### config.mk
export PLATFORM = sky130hd
export DESIGN_NAME = hble_ctrl
export DESIGN_NICKNAME = d
export VERILOG_FILES = /design/src/hble_pkg.sv /design/src/hble_ctrl.sv
export SDC_FILE = /design/constraint.sdc
export NUM_CORES = 1
export LEC_CHECK = 0
export BUFFER_PORTS_ARGS = -buffer_cell sky130_fd_sc_hd__buf_4
export CAP_MARGIN = 20
export CORE_AREA = 2 2 39 41
export DETAILED_ROUTE_END_ITERATION = 6
export DIE_AREA = 0 0 41 43
export MAX_ROUTING_LAYER = met4
export PLACE_DENSITY_LB_ADDON = 0.1
export RECOVER_POWER = 100
export SYNTH_ARGS = -nofsm -noshare
export SYNTH_HDL_FRONTEND = slang
export SYNTH_SLANG_ARGS = --single-unit
### constraint.sdc
create_clock -name clk -period 1 [get_ports clk]
set_clock_uncertainty 0.1 [all_clocks]
set_input_delay 0.15 -clock clk [delete_from_list [all_inputs] [get_ports clk]]
set_output_delay 0.15 -clock clk [all_outputs]
set_load 0.03 [all_outputs]
### src/hble_pkg.sv
// Package for the height bucket list engine.
// Holds widths, command codes, the controller state type and the control structs.
// No dependencies; every other source file imports it.
package hble_pkg;

    localparam int NODE_W      = 8;
    localparam int HEIGHT_W    = 9;
    localparam int FUNC_W      = 2;
    localparam int NUM_HEIGHTS = 512;
    localparam int NODE_SLOTS  = 256;
    localparam int LIMIT_W     = HEIGHT_W + 1;

    localparam logic [NODE_W-1:0]   NODE_COUNT_RESET = 8'd255;
    localparam logic [NODE_W-1:0]   NULL_LINK        = '0;
    localparam logic [HEIGHT_W-1:0] CLEAR_LAST       = HEIGHT_W'(NUM_HEIGHTS - 1);

    typedef enum logic [FUNC_W-1:0] {
        FUNC_INIT   = 2'd0,
        FUNC_REMOVE = 2'd1,
        FUNC_MOVE   = 2'd2,
        FUNC_QUERY  = 2'd3
    } func_t;

    typedef enum logic [2:0] {
        ST_CLEAR,
        ST_IDLE,
        ST_UNLINK1,
        ST_UNLINK2,
        ST_LINK,
        ST_INIT,
        ST_RESP
    } state_t;

    typedef enum logic [2:0] {
        OP_NONE,
        OP_CLEAR,
        OP_LATCH,
        OP_UNLINK1,
        OP_UNLINK2,
        OP_LINK,
        OP_INIT,
        OP_RESULT
    } dp_op_t;

    typedef struct packed {
        dp_op_t op;
    } ctl_cmd_t;

    typedef struct packed {
        logic  clr_last;
        func_t in_func;
        logic  in_ign;
        logic  is_move;
        logic  init_last;
        logic  out_free;
    } dp_status_t;

endpackage

### src/hble_ctrl.sv
// Controller state machine of the height bucket list engine.
// Sequences the datapath through commands; depends on hble_pkg.
module hble_ctrl
    import hble_pkg::*;
(
    input  logic       clk,
    input  logic       rst_n,
    input  logic       cmd_valid,
    output logic       cmd_ready,
    input  dp_status_t sts,
    output ctl_cmd_t   ctl
);

    state_t state_reg;
    state_t state_next;
    logic   accept;

    assign cmd_ready = (state_reg == ST_IDLE);
    assign accept    = cmd_valid && cmd_ready;

    always_ff @(posedge clk or negedge rst_n)
    begin
        if (!rst_n)
        begin
            state_reg <= ST_CLEAR;
        end
        else
        begin
            state_reg <= state_next;
        end
    end

    always_comb
    begin
        state_next = state_reg;
        unique case (state_reg)
            ST_CLEAR:
            begin
                if (sts.clr_last)
                begin
                    state_next = ST_IDLE;
                end
            end
            ST_IDLE:
            begin
                if (accept)
                begin
                    if (sts.in_ign)
                    begin
                        state_next = ST_RESP;
                    end
                    else
                    begin
                        unique case (sts.in_func)
                            FUNC_INIT:   state_next = ST_INIT;
                            FUNC_REMOVE: state_next = ST_UNLINK1;
                            FUNC_MOVE:   state_next = ST_UNLINK1;
                            FUNC_QUERY:  state_next = ST_RESP;
                            default:     state_next = ST_RESP;
                        endcase
                    end
                end
            end
            ST_UNLINK1: state_next = ST_UNLINK2;
            ST_UNLINK2: state_next = sts.is_move ? ST_LINK : ST_RESP;
            ST_LINK:    state_next = ST_RESP;
            ST_INIT:
            begin
                if (sts.init_last)
                begin
                    state_next = ST_RESP;
                end
            end
            ST_RESP:
            begin
                if (sts.out_free)
                begin
                    state_next = ST_IDLE;
                end
            end
            default:    state_next = ST_CLEAR;
        endcase
    end

    always_comb
    begin
        ctl.op = OP_NONE;
        unique case (state_reg)
            ST_CLEAR:   ctl.op = OP_CLEAR;
            ST_IDLE:    ctl.op = accept ? OP_LATCH : OP_NONE;
            ST_UNLINK1: ctl.op = OP_UNLINK1;
            ST_UNLINK2: ctl.op = OP_UNLINK2;
            ST_LINK:    ctl.op = OP_LINK;
            ST_INIT:    ctl.op = OP_INIT;
            ST_RESP:    ctl.op = OP_RESULT;
            default:    ctl.op = OP_NONE;
        endcase
    end

endmodule

==> flow_summary.json, run 1 <==
{
  "fin_crit_sh": 1.37,
  "clk_pin_slew_ns": 0.03,
  "grtUsageTotal": 0.112,
  "antenna_found_initial": 0,
  "cap_violations": 0,
  "clock-sinks": 3,
  "avgViaCountPerCell": 4.22,
  "cp-start-kind": "register",
  "synth-seq-area-share": 0.286,
  "async_flop_share": 1.00,
  "drt_iter0_drc": 0,
  "drc": 0,
  "slew_violations": 0,
  "worst_path_max_delay_cell": "dfrtp_2",
  "violations": "setup timing",
  "timing.final.hold_violations": 0,
  "hold_ws_ns": 0.108,
  "insertion_delay_ns": 0.23,
  "synth_area_leaders": "dfrtp_1 29%, o21ai_0 7.6%, inv_1 5.7%",
  "grt_max_degree": 8,
  "power_frac_clock": 0.093,
  "p_int_w": 0.00131,
  "synth_ff_type": "dfrtp_1",
  "core_area_um2": 1380,
  "wl_per_cell_um": 9.63,
  "syn_avg_cell_area_um2": 7.96,
  "final-setup-viol-count": 7,
  "sw_frac_of_total": 0.409,
  "grt_overflow_total": 0,
  "tightestPinTransition_ns": 0.190,
  "fmax_ghz": 0.728,
  "diodes": 0,
  "p_leak_nw": 0.285,
  "seq_power_share": 0.147,
  "synth_edf_count": 0,
  "yosys.area.top_type": "dfrtp_1",
  "hpwl_um": 582,
  "p_sw_w": 0.000905,
  "synth_nets": 44,
  "yosysUniqueCellTypes": 21,
  "setup_slack_ns": -0.374,
  "numCtsBuffers": 3,
  "ioPinCount": 14,
  "largest_reg_flops": 3,
  "gp_congestion": 0.820,
  "synthCells": 33,
  "grt_pass1_wl_um": 1380,
  "cts_root_buffer": "clkbuf_4",
  "initial_core_util": 0.190,
  "htreeDepth": 1,
  "cp_cell_sequence": "nor2b_4 > o21ai_1 > o21ai_2 > buf_6",
  "areaGrowthSynthToFinish_pct": 133,
  "ys.warnings.count": 0,
  "drive_above_1_share": 0.714,
  "power_density_nw_per_um2": 3620,
  "syn_area_um2": 263,
  "rows": 14,
  "cts_tree": "done",
  "dr.pass1.iters": 1,
  "dpl.cell_count": 68,
  "required_ns": 0.75,
  "hp-class": "input port to register",
  "instances_no_fill": 79,
  "layout_min_cycle_time_ns": 1.37,
  "cp_max_fo": 5,
  "ys_top_cells_by_count": "4 x inv_1, 4 x o21ai_0, 3 x dfrtp_1, 3 x nand2_1",
  "first_global_vias": 348,
  "crit_type": "register to primary output",
  "nets": 75,
  "fp.dieH_um": 43,
  "worst_ep_arrival_time_ns": 1.12,
  "clockBufferDepth": 2,
  "max-slew-margin-rel": 0.873,
  "ant_nets": 0,
  "die_w_um": 41,
  "ys_ff_latch": 3,
  "outcome": "finished with violations",
  "grt_setup_unrepaired": "yes",
  "ir_worst_vdd_mv": 1.35,
  "endpoint_kind": "primary output",
  "dieArea_um2": 1760,
  "io_buffers": 13,
  "synth_top_area_share": 0.286,
  "finalWirelength_um": 761,
  "vias": 333,
  "fillers": 154,
  "slowest_delay_ns": 0.45,
  "pwr-share-comb": 0.760
}
[routing by layer]
layer | GRT usage | wire [um]
met2 | 0.169 | 441
met5 | - | 0
met3 | 0.0314 | 21
met4 | 0.0200 | 0
met1 | 0.148 | 298
[what timing repair did]
action,4_1_cts,5_1_grt
hold endpoints to repair,3,0
endpoints found under the setup margin,7,7
hold buffers,1,0
resized for setup,19,5
setup buffers,4,2
pin swaps,3,1
[worst max-delay path, delay by kind of cell, from the launching register on]
kind / cells / cell delay (ns)
AO/OA/AOI/OAI: 2 / 0.17
buffers and inverters: 1 / 0.14
AND/OR/NAND/NOR: 1 / 0.14
flip-flops: 1 / 0.45
[stage by stage]
stage	setup slack, ns	TNS (ns)	total power (W)	instance area (um2)	utilization
after global placement	-0.210	-1.17	0.00152	460	0.333
after CTS	-0.380	-1.82	0.00211	587	0.424
final	-0.374	-1.96	0.00221	612	0.442
after detailed placement	-0.200	-1.10	0.00150	460	0.333
after floorplan	-0.286	-0.881	0.00108	305	-
after global routing	-0.421	-2.33	0.00238	612	0.442
[layout by cell type, fill, tap and decap left out, types with 2 or more instances in the layout]
cell type	n
clkbuf_1	2
nand2b_1	2
buf_6	10
inv_1	3
nand2_1	2
buf_4	16
dfrtp_2	3
clkbuf_4	3
o21ai_2	4
[worst paths after layout]
path                               from  slack [ns]            to  cells after the start
max                        state_reg[0]       -0.37        ctl[1]                      4
min reg2reg                state_reg[2]        0.54  state_reg[2]                      2
min in group asynchronous         rst_n        0.16  state_reg[1]                      2
max reg2reg                state_reg[1]       -0.37  state_reg[0]                      5
min                              sts[0]        0.11  state_reg[2]                      4
max in group asynchronous         rst_n        0.48  state_reg[2]                      2
[power by group through the flow]
stage | Clock, W | Combinational (W) | Sequential (W)
after floorplan | 0 | 0.000836 | 0.000246
after global placement | 0 | 0.00122 | 0.000296
after detailed placement | 0 | 0.00121 | 0.000290
after CTS | 0.000214 | 0.00157 | 0.000329
after global routing | 0.000232 | 0.00181 | 0.000338
final | 0.000205 | 0.00168 | 0.000325
[logic make-up after synthesis]
group,share of synthesized area
adder cells (fa/ha/maj),0.0476
XOR/XNOR,0.0333
flip-flops,0.286
buffers and inverters,0.119
AO/OA/AOI/OAI,0.276
AND/OR/NAND/NOR,0.238
[cell type report]
class | instances | area [um2] | share of cell area
multi-input combinational | 24 | 223 | 0.364
sequential | 3 | 78.8 | 0.129
clock buffer | 4 | 26.3 | 0.0429
inverter | 4 | 17.5 | 0.0286
tap | 16 | 20.0 | 0.0327
timing repair buffer | 28 | 246 | 0.403
No activity file was read; power rests on OpenSTA's default activity.
==> run 2, diff against run 1 <==
REMOVE_ABC_BUFFERS = 1   (was unset)
==> run 2 against run 1 <==
Effect of this change: the flow still finishes with violations (setup timing); first-iteration DRC count is 6 higher; power shrank 16%; worst setup slack got worse by 0.013 ns; sequential power is 2% lower; fmax down 0.97%; critical path depth fell by 1; combinational power shrank 21%; via count is 3.0% higher; design area down 12%; critical endpoint unchanged.
==> flow_summary.json, run 2 (synthesis results as in run 1) <==
{
  "cp-start-kind": "register",
  "fillers": 144,
  "vias": 343,
  "crit_type": "register to primary output",
  "io_buffers": 13,
  "drt_iter0_drc": 6,
  "numCtsBuffers": 3,
  "fp.dieH_um": 43,
  "place_ws_ns": -0.193,
  "power_w": 0.00186,
  "drc": 0,
  "slew_violations": 0,
  "final-setup-viol-count": 7,
  "die_w_um": 41,
  "worst_path_max_delay_cell": "dfrtp_2",
  "avgViaCountPerCell": 4.51,
  "cap_violations": 0,
  "areaGrowthSynthToFinish_pct": 104,
  "grt_overflow_total": 0,
  "outcome": "finished with violations",
  "htreeDepth": 1,
  "most-common-layout-cells": "20 x buf_4, 4 x inv_1",
  "cp_top_family": "flip-flops",
  "finalWirelength_um": 884,
  "clock-sinks": 3,
  "rows": 14,
  "hp-class": "input port to register",
  "mostFrequentLayoutCell": "buf_4",
  "fin_crit_sh": 1.39,
  "ir_worst_vdd_mv": 1.33,
  "endpoint_kind": "primary output",
  "first_global_vias": 309,
  "power_density_nw_per_um2": 3480,
  "dr.pass1.iters": 4,
  "layout_min_cycle_time_ns": 1.39,
  "grt_setup_unrepaired": "yes",
  "p_leak_nw": 0.247,
  "multi_input_area_um2": 204,
  "cts_root_buffer": "clkbuf_4",
  "cp_cell_sequence": "buf_4 > o21ai_1 > buf_4",
  "wl_per_cell_um": 11.6,
  "nets": 72,
  "gp_congestion": 0.738,
  "worst_ep_arrival_time_ns": 1.14,
  "setup_slack_ns": -0.388,
  "drive_above_1_share": 0.650,
  "antenna_found_initial": 0,
  "path_buf_inv": 2,
  "clk_pin_slew_ns": 0.04,
  "hold_ws_ns": 0.118,
  "ant_nets": 0,
  "insertion_delay_ns": 0.24,
  "hpwl_um": 539,
  "violations": "setup timing",
  "initial_core_util": 0.190,
  "required_ns": 0.75,
  "max-slew-margin-rel": 0.890,
  "fmax_ghz": 0.721,
  "core_area_um2": 1380,
  "grtUsageTotal": 0.117,
  "clockBufferDepth": 2,
  "dieArea_um2": 1760,
  "diodes": 0,
  "slowest_delay_ns": 0.44,
  "timing.final.hold_violations": 0,
  "regArea_um2": 78.8,
  "tightestPinTransition_ns": 0.164,
  "ioPinCount": 14,
  "crit_top_cell": "buf_4",
  "grt_max_degree": 10,
  "largest_reg_flops": 3,
  "cts_tree": "done",
  "cp_max_fo": 6,
  "grt_pass1_wl_um": 1300
}
run 2: changes by cell type in the layout (fill, tap and decap cells not counted), moves of 2 or more:
cell     delta
buf_6       -8
o21ai_1     +2
buf_4       +4
o21ai_2     -3
run 2: cell type report:
| class | count | area share |
|---|---|---|
| multi-input cells | 24 | 0.381 |
| clock buffers | 4 | 0.0491 |
| flip-flops and latches | 3 | 0.147 |
| inverters | 4 | 0.0280 |
| well taps | 16 | 0.0374 |
| repair buffers | 25 | 0.357 |
run 2: per-layer routing:
| metal | wire length (um) | part of all wire | global-route usage | up-vias |
|---|---|---|---|---|
| li1 | - | - | - | 167 |
| met1 | 338 | 0.38 | 0.132 | 154 |
| met2 | 453 | 0.51 | 0.163 | 18 |
| met3 | 62 | 0.070 | 0.0314 | 4 |
| met4 | 29 | 0.033 | 0.100 | 0 |
| met5 | 0 | 0 | - | - |
run 2: what timing repair did:
| action | 4_1_cts | 5_1_grt |
|---|---|---|
| hold buffers | 1 | 0 |
| pin swaps | 1 | 2 |
| gates resized for setup | 9 | 8 |
| setup endpoints to repair | 7 | 7 |
| setup buffers | 3 | 3 |
| endpoints found under the hold margin | 3 | 0 |
run 2: tightest hold or removal path, cell delays in order:
cell and delay, ns:
buf_4 0.08, a31o_2 0.15, o21ai_1 0.05
run 2: metrics by stage:
stage,cell area (um2),util,TNS [ns],std cells
2_1_floorplan,246,-,-1.63,31
3_3_place_gp,402,0.290,-0.965,65
3_5_place_dp,402,0.290,-0.882,65
4_1_cts,489,0.354,-1.86,73
5_1_grt,536,0.387,-2.35,76
6_report,536,0.387,-2.04,76
run 2: path summary, 6_finish.rpt:
| path | startpoint | to | slack (ns) | cells past startpoint |
|---|---|---|---|---|
| worst max-delay path | state_reg[0] | ctl[1] | -0.39 | 3 |
| worst min register to register | state_reg[0] | state_reg[1] | 0.55 | 2 |
| max in group asynchronous | rst_n | state_reg[2] | 0.48 | 2 |
| min in group asynchronous | rst_n | state_reg[1] | 0.15 | 2 |
| worst min-delay path | sts[2] | state_reg[1] | 0.12 | 3 |
| worst max register to register | state_reg[1] | state_reg[1] | -0.23 | 4 |
run 2: power breakdown:
| part | switching [W] | total (W) | internal [W] |
|---|---|---|---|
| registers | 0.000121 | 0.000320 | 0.000199 |
| logic | 0.000637 | 0.00132 | 0.000687 |
| clock network | 0.0000704 | 0.000220 | 0.000150 |
==> run 3, diff against run 2 <==
==> constraint.sdc (replaced) <==
create_clock -name clk -period 1 [get_ports clk]
set_clock_uncertainty 0.1 [all_clocks]
set_input_delay 0.05 -clock clk [delete_from_list [all_inputs] [get_ports clk]]
set_output_delay 0.05 -clock clk [all_outputs]
set_load 0.03 [all_outputs]
==> run 3 against run 2 <==
Effect of this change: the run still ends with setup timing left; power is 5.6% higher; count of clock-buffer cells in the layout unchanged; design area is 2.1% higher; non-clock buffer count down 2; critical path type unchanged; largest power group unchanged; highest routed layer unchanged.
==> flow_summary.json, run 3 (synthesis results as in run 1) <==
{
  "wl_per_cell_um": 11.0,
  "sw_frac_of_total": 0.437,
  "hp-class": "input port to register",
  "ioPinCount": 14,
  "slew_violations": 0,
  "fin_crit_sh": 1.26,
  "grt_max_degree": 7,
  "initial_core_util": 0.190,
  "r2r-end": "state_reg[0]",
  "diodes": 0,
  "p_sw_w": 0.000860,
  "outcome": "finished with violations",
  "dr.max_layer_used": "met4",
  "grt_overflow_total": 0,
  "most-common-layout-cells": "13 x buf_4, 8 x buf_6",
  "fillers": 156,
  "antenna_found_initial": 0,
  "endpoint_kind": "primary output",
  "regToRegSetupSlack_ns": -0.26,
  "grt_setup_unrepaired": "yes",
  "dpl.cell_count": 65,
  "cts_tree": "done",
  "instances_no_fill": 74,
  "holdPathStages": 4,
  "worst_ep_arrival_time_ns": 1.11,
  "layout_min_cycle_time_ns": 1.26,
  "grt_pass1_wl_um": 1370,
  "die_w_um": 41,
  "timing.final.hold_violations": 0,
  "final-setup-viol-count": 7,
  "min_from": "sts[0]",
  "rows": 14,
  "required_ns": 0.85,
  "met1Wirelength_um": 324,
  "first_global_vias": 342,
  "power_density_nw_per_um2": 3600,
  "p_leak_nw": 0.251,
  "drive_above_1_share": 0.690,
  "fmax_ghz": 0.792,
  "pwr-share-comb": 0.719,
  "finalWirelength_um": 811,
  "p_int_w": 0.00111,
  "gp_congestion": 0.721,
  "max-slew-margin-rel": 0.876,
  "clockBufferDepth": 2,
  "mostFrequentLayoutCell": "buf_4",
  "largest_reg_flops": 3,
  "nets": 70,
  "postLayoutCoreUtil": 0.395,
  "place_ws_ns": -0.138,
  "route.met3.wl_um": 23,
  "drt_iter0_drc": 0,
  "crit_type": "register to primary output",
  "drc": 0,
  "r2r_start": "state_reg[1]",
  "power_frac_clock": 0.112,
  "areaGrowthSynthToFinish_pct": 108,
  "hpwl_um": 536,
  "setup_slack_ns": -0.262,
  "rr_worst_depth": 5,
  "cp-start-kind": "register",
  "io_buffers": 13,
  "hold_path_end": "state_reg[2]",
  "tightestPinTransition_ns": 0.185,
  "ant_nets": 0,
  "dr.pass1.iters": 1,
  "numCtsBuffers": 3,
  "clk_pin_slew_ns": 0.04,
  "avgViaCountPerCell": 4.36,
  "insertion_delay_ns": 0.24,
  "core_area_um2": 1380,
  "dr_wl_met2_um": 440,
  "htreeDepth": 1,
  "seq_power_share": 0.169,
  "cap_violations": 0,
  "clock-sinks": 3,
  "dieArea_um2": 1760,
  "cts_root_buffer": "clkbuf_4",
  "vias": 323,
  "violations": "setup timing",
  "ir_worst_vdd_mv": 1.50,
  "grtUsageTotal": 0.121,
  "fp.dieH_um": 43,
  "cp_max_fo": 5
}
## run 3: cell count changes in the layout (fill, tap and decap cells not counted), sizes merged
| cell | previous run | this run |
|---|---|---|
| buf | 22 | 21 |
| clkbuf | 6 | 5 |
## run 3: metrics by stage
step                cell area (um2)  TNS, ns  total power [W]  hold slack (ns)
CTS                             518    -1.58          0.00181           0.0142
floorplan                       246    -1.33         0.000816           -0.346
detailed placement              402   -0.644          0.00124           -0.260
finish                          547    -1.48          0.00197           0.0223
global route                    547    -1.85          0.00211           0.0263
global placement                402   -0.673          0.00125           -0.260
## run 3: worst max-delay path by stage
stage	start	end	slack (ns)	depth (start not counted)
after floorplan	state_reg[0]	cmd_ready	-0.50	2
after global placement	state_reg[2]	state_reg[0]	-0.16	3
after detailed placement	state_reg[1]	ctl[1]	-0.14	4
after CTS	state_reg[2]	ctl[2]	-0.27	3
after global routing	state_reg[1]	ctl[1]	-0.32	4
final	state_reg[2]	ctl[2]	-0.26	3
## run 3: area by class of cell
class,count,area [um2],share of cell area
Sequential cell,3,78.8,0.144
Tap cell,16,20.0,0.0366
Multi-Input combinational cell,24,205,0.375
Timing Repair Buffer,23,201,0.368
Clock buffer,4,26.3,0.0481
Inverter,4,15.0,0.0275
## run 3: worst max-delay path, stage by stage, from the launching register on
cell and delay [ns]:
dfrtp_2 0.45, buf_6 0.15, xnor2_2 0.12, buf_6 0.15
## run 3: power groups by stage
stage	Clock, W	Sequential (W)	Combinational, W
finish	0.000220	0.000333	0.00142
global placement	0	0.000316	0.000932
CTS	0.000228	0.000314	0.00127
detailed placement	0	0.000311	0.000928
global route	0.000240	0.000348	0.00152
floorplan	0	0.000296	0.000519
## run 3: repair_timing
action | 4_1_cts | 5_1_grt
pin swaps | 4 | 3
hold endpoints to repair | 3 | 0
hold buffers | 1 | 0
gates resized for setup | 19 | 9
endpoints found under the setup margin | 7 | 7
buffers inserted | 4 | 0
## run 3: per-layer routing
metal / global-route usage / vias up
met2: 0.188 / 8
met4: 0.100 / 0
li1: - / 162
met1: 0.129 / 151
met3: 0.0157 / 2
met5: - / -
